`src/tsk_pkg.sv`:
```
// Types and codes shared by the topological sort unit.
package tsk_pkg;

  typedef enum logic [1:0] {
    ACT_LOAD   = 2'd0,
    ACT_INSERT = 2'd1,
    ACT_RUN    = 2'd2,
    ACT_CLEAR  = 2'd3
  } action_e;

  typedef struct packed {
    logic load_label;
    logic clear_edges;
    logic latch_ins;
    logic start_run;
    logic cnt_clr;
    logic find_rd;
    logic find_cmp;
    logic ins_rd;
    logic ins_wr;
    logic deg_rd;
    logic deg_acc;
    logic seed_pend;
    logic push_step;
    logic pop;
    logic v_rd;
    logic upd;
    logic emit;
    logic emit_empty;
  } cmd_t;

  typedef struct packed {
    logic cnt_done;
    logic pend_bit;
    logic found_both;
    logic q_empty;
    logic none_emitted;
    logic out_free;
  } sts_t;

endpackage

```
`src/tsk_ctrl.sv`:
```
// Sequencer for load, insert, clear and the Kahn sort run.
module tsk_ctrl (
  input  logic          clk_i,
  input  logic          rst_ni,
  input  logic          in_valid_i,
  input  logic [1:0]    action_i,
  input  tsk_pkg::sts_t sts_i,
  output logic          in_stall_o,
  output tsk_pkg::cmd_t cmd_o
);
  import tsk_pkg::*;

  typedef enum logic [13:0] {
    ST_IDLE     = 14'b00000000000001,
    ST_FIND_RD  = 14'b00000000000010,
    ST_FIND_CMP = 14'b00000000000100,
    ST_INS_RD   = 14'b00000000001000,
    ST_INS_WR   = 14'b00000000010000,
    ST_DEG_RD   = 14'b00000000100000,
    ST_DEG_ACC  = 14'b00000001000000,
    ST_SEED     = 14'b00000010000000,
    ST_POP      = 14'b00000100000000,
    ST_VRD      = 14'b00001000000000,
    ST_UPD      = 14'b00010000000000,
    ST_PUSH     = 14'b00100000000000,
    ST_EMIT     = 14'b01000000000000,
    ST_EMPTY    = 14'b10000000000000
  } state_e;

  state_e state_q, state_d;

  always_comb begin
    state_d    = state_q;
    cmd_o      = '0;
    in_stall_o = (state_q != ST_IDLE);
    case (state_q)
      ST_IDLE: begin
        if (in_valid_i) begin
          case (action_e'(action_i))
            ACT_LOAD:  cmd_o.load_label = 1'b1;
            ACT_CLEAR: cmd_o.clear_edges = 1'b1;
            ACT_INSERT: begin
              cmd_o.latch_ins = 1'b1;
              cmd_o.cnt_clr   = 1'b1;
              state_d         = ST_FIND_RD;
            end
            ACT_RUN: begin
              cmd_o.start_run = 1'b1;
              cmd_o.cnt_clr   = 1'b1;
              state_d         = ST_DEG_RD;
            end
            default: state_d = ST_IDLE;
          endcase
        end
      end
      ST_FIND_RD: begin
        if (sts_i.cnt_done) begin
          state_d = sts_i.found_both ? ST_INS_RD : ST_IDLE;
        end else begin
          cmd_o.find_rd = 1'b1;
          state_d       = ST_FIND_CMP;
        end
      end
      ST_FIND_CMP: begin
        cmd_o.find_cmp = 1'b1;
        state_d        = ST_FIND_RD;
      end
      ST_INS_RD: begin
        cmd_o.ins_rd = 1'b1;
        state_d      = ST_INS_WR;
      end
      ST_INS_WR: begin
        cmd_o.ins_wr = 1'b1;
        state_d      = ST_IDLE;
      end
      ST_DEG_RD: begin
        if (sts_i.cnt_done) begin
          cmd_o.seed_pend = 1'b1;
          cmd_o.cnt_clr   = 1'b1;
          state_d         = ST_SEED;
        end else begin
          cmd_o.deg_rd = 1'b1;
          state_d      = ST_DEG_ACC;
        end
      end
      ST_DEG_ACC: begin
        cmd_o.deg_acc = 1'b1;
        state_d       = ST_DEG_RD;
      end
      ST_SEED: begin
        if (sts_i.cnt_done) state_d = ST_POP;
        else cmd_o.push_step = 1'b1;
      end
      ST_POP: begin
        if (sts_i.q_empty) begin
          state_d = sts_i.none_emitted ? ST_EMPTY : ST_IDLE;
        end else begin
          cmd_o.pop = 1'b1;
          state_d   = ST_VRD;
        end
      end
      ST_VRD: begin
        cmd_o.v_rd = 1'b1;
        state_d    = ST_UPD;
      end
      ST_UPD: begin
        cmd_o.upd     = 1'b1;
        cmd_o.cnt_clr = 1'b1;
        state_d       = ST_PUSH;
      end
      ST_PUSH: begin
        if (sts_i.cnt_done) state_d = ST_EMIT;
        else cmd_o.push_step = 1'b1;
      end
      ST_EMIT: begin
        if (sts_i.out_free) begin
          cmd_o.emit = 1'b1;
          state_d    = ST_POP;
        end
      end
      ST_EMPTY: begin
        if (sts_i.out_free) begin
          cmd_o.emit_empty = 1'b1;
          state_d          = ST_IDLE;
        end
      end
      default: state_d = ST_IDLE;
    endcase
  end

  always_ff @(posedge clk_i or negedge rst_ni) begin
    if (!rst_ni) state_q <= ST_IDLE;
    else state_q <= state_d;
  end

endmodule

```
`config.mk`:
```
export PLATFORM = sky130hd
export DESIGN_NAME = tsk_ctrl
export DESIGN_NICKNAME = d
export VERILOG_FILES = /design/src/tsk_pkg.sv /design/src/tsk_ctrl.sv
export SDC_FILE = /design/constraint.sdc
export NUM_CORES = 1
export LEC_CHECK = 0
export BUFFER_PORTS_ARGS = -buffer_cell sky130_fd_sc_hd__buf_2
export CAP_MARGIN = 0
export CORE_MARGIN = 2
export CORE_UTILIZATION = 45
export CTS_BUF_LIST = sky130_fd_sc_hd__clkbuf_4 sky130_fd_sc_hd__clkbuf_8 sky130_fd_sc_hd__clkbuf_16
export DETAILED_ROUTE_END_ITERATION = 8
export GPL_TIMING_DRIVEN = 1
export HOLD_SLACK_MARGIN = 0.12
export PLACE_DENSITY = 0.7
export SYNTH_ARGS = -nofsm -noshare
export SYNTH_HDL_FRONTEND = slang
export SYNTH_SLANG_ARGS = --single-unit
```
`constraint.sdc`:
```
create_clock -name clk_i -period 2.6 [get_ports clk_i]
set_clock_uncertainty 0.15 [all_clocks]
set_input_delay 0.13 -clock clk_i [delete_from_list [all_inputs] [get_ports clk_i]]
set_output_delay 0.13 -clock clk_i [all_outputs]
set_load 0.01 [all_outputs]
```
==> out/metrics.csv <==
metric,value,unit
setup TNS,0,ps
Tot Pwr,987.9,uW
Area Overhead vs Synth,29.07,%
Worst Path Max Fanout,8,
Die Span Y,54.63,um
CTS tree,yes,
leakage power,0.7911,nW
Mean Syn Cell Area,8.943,um^2
Initial DRC Count,32,
drt drc,0,
Worst-path clk slew,90,ps
register area share after synthesis,30.48,%
biggest regs,state_q x14,
Routed WL,2968,um
hold slack final,193.0,ps
full die area,2984,um^2
"Period Utilization, post-route",95.82,%
Post-DRT Antenna Nets,0,
die width,54.63,um
initial antenna violation count,0,
Top reg by flops,state_q,
Setup crit end kind,output pin,
kind of critical path,flop to output pin,
power per cell area,663.5,nW/um^2
largest net degree at the start of global routing,10,
IO Pins,30,
gpl congestion,0.9174,
Post-synth ARST share,100.0,%
Layout Cells excl Fill,200,
YS warnings,0,
pre-CTS setup slack,299.5,ps
setup ws final,108.8,ps
final setup fails,0,
Hold WC Path Type,primary input to flop,
DPL Wire Length,2216,um
NumNets Final,186,
antenna diode count,0,
"FF+latch count, synth",14,
max FFs per register,14,
critical path cell sequence,"or4_4, nor4_4, buf_4, and3_2, buf_2",
Final Hold Vio Count,0,
Tmin final,2491,ps
"EDFF count, synth",0,
Peak supply drop,464.0,uV
Wirelength per Cell,14.84,um
Final Max Slew Viols,0,
Worst Tran Pin Value,546.0,ps
CP max stage delay,590,ps
Sink Count,14,
Synth Instances,129,
CP Data Required Time,2320,ps
slew margin rel.,63.09,%
f_max,0.4014,GHz
max cap viols,0,
Critical Path AT,2210,ps
number of fill cells,222,
Core ar.,2455,um^2
number of global-route vias before repair,1014,
first-pass GRT wire length,4650,um
post-synth cell types,43,
Rows,18,
Post-Syn Area,1154,um^2
ys flop type,dfrtp_1,
TritonCTS Buffers,3,
Critical-path top delay cell,or4_4,
Via Count,1154,
initial core utilization,46.99,%
drt pass-1 iters,7,
Clock Tree Root,clkbuf_4,
critical path launch point type,flop,
Placed Instances,184,
unrepaired setup endpoints after global routing,no,
htree depth,1,
vias per inst,5.770,
gr ovfl total,0,
share of cells above drive strength 1,35.29,%
Max Buffers Root-to-Sink,2,
Worst-Skew Late Latency,280,ps
status,finished clean,
All-Layer GR Usage,22.07,%
Port-buffer cells,28,
Synth Net Count,144,
[report_power, final]
| group | switching (mW) | total [mW] | leakage (nW) | internal (mW) |
|---|---|---|---|---|
| Clock | 0.0738 | 0.159 | 0.0210 | 0.0851 |
| Sequential | 0.0441 | 0.291 | 0.189 | 0.247 |
| Combinational | 0.285 | 0.538 | 0.581 | 0.253 |
[Yosys cell counts (all sizes together) (3+ instances only)]
cell type / instances / area, um^2
nor2: 16 / 60.06
dfrtp: 13 / 325.3
nor3: 9 / 45.04
clkbuf: 7 / 26.28
and4b: 6 / 60.06
nand2: 6 / 30.03
nor3b: 6 / 45.04
and3: 5 / 36.29
inv: 5 / 18.77
nor4: 5 / 61.31
xor2: 5 / 43.79
buf: 4 / 31.27
ha: 4 / 50.05
o21ai: 4 / 20.02
nand3: 3 / 20.02
nand4: 3 / 18.77
[metrics by stage]
step	cell area, um^2	util, %
finish	1489	60.65
global route	1489	60.65
CTS	1460	59.48
detailed placement	1334	54.33
global placement	1334	54.33
floorplan	1154	-
[worst max-delay path, delay by kind of cell, from the launching register on]
kind | cells | cell delay [ps]
DFF | 1 | 480
and+or+nand+nor | 3 | 1140
buffers and inverters | 2 | 310
[cells in the final DEF, fill, tap and decap left out, types with 3 or more instances in the layout]
master / Yosys / final
nand2_1: 5 / 5
ha_1: 4 / 4
nand4_1: 3 / 3
o21ai_0: 4 / 4
buf_4: 0 / 11
nor2_1: 16 / 16
dlygate4sd3_1: 0 / 9
and4b_1: 6 / 6
clkbuf_4: 0 / 3
and3_2: 4 / 4
xor2_1: 5 / 5
dfrtp_1: 13 / 12
inv_1: 5 / 5
nor3_1: 9 / 9
nor4_1: 3 / 3
buf_2: 1 / 28
nor3b_1: 6 / 5
[kinds of logic (layout without fill, tap and decap cells)]
| kind of cell | count (synthesis) | in the layout | share of synthesized area [%] |
|---|---|---|---|
| compound gates | 17 | 17 | 10.96 |
| xor+xnor | 6 | 6 | 4.555 |
| fa+ha+maj | 4 | 4 | 4.339 |
| buf+inv | 16 | 57 | 6.616 |
| flops | 14 | 14 | 30.48 |
| mux | 1 | 1 | 1.301 |
| simple gates | 71 | 71 | 41.76 |
[final timing paths]
check,startpoint,end,slack [ps],cells after the start
worst max register to register,state_q[5],state_q[3],160,5
worst max-delay path,state_q[13],cmd_o[14],110,5
min in group asynchronous,rst_ni,state_q[2],590,3
max in group asynchronous,rst_ni,state_q[8],670,4
worst min-delay path,sts_i[0],state_q[0],190,5
worst min register to register,state_q[5],state_q[6],490,2
[layer usage]
metal	part of all wire (%)	vias up	GRT usage, %
li1	-	552	-
met1	45	550	30.29
met2	47	50	34.33
met4	0.40	0	7.917
met5	0	-	0
met3	7.0	2	4.098
[area by class of cell]
type	instances	area [um^2]	share of cell area [%]
multi-input combinational	99	730.7	49.08
sequential	14	352.8	23.70
timing repair buffer	48	312.8	21.01
tap	30	37.54	2.521
clock buffer	4	36.28	2.437
inverter	5	18.77	1.261
[timing repair]
action	CTS	global route
buffers inserted	0	3
hold endpoints to repair	20	0
setup endpoints to repair	0	6
hold buffers	9	0
gates resized for setup	0	2
Note: power is estimated with default switching activity, not from simulation.
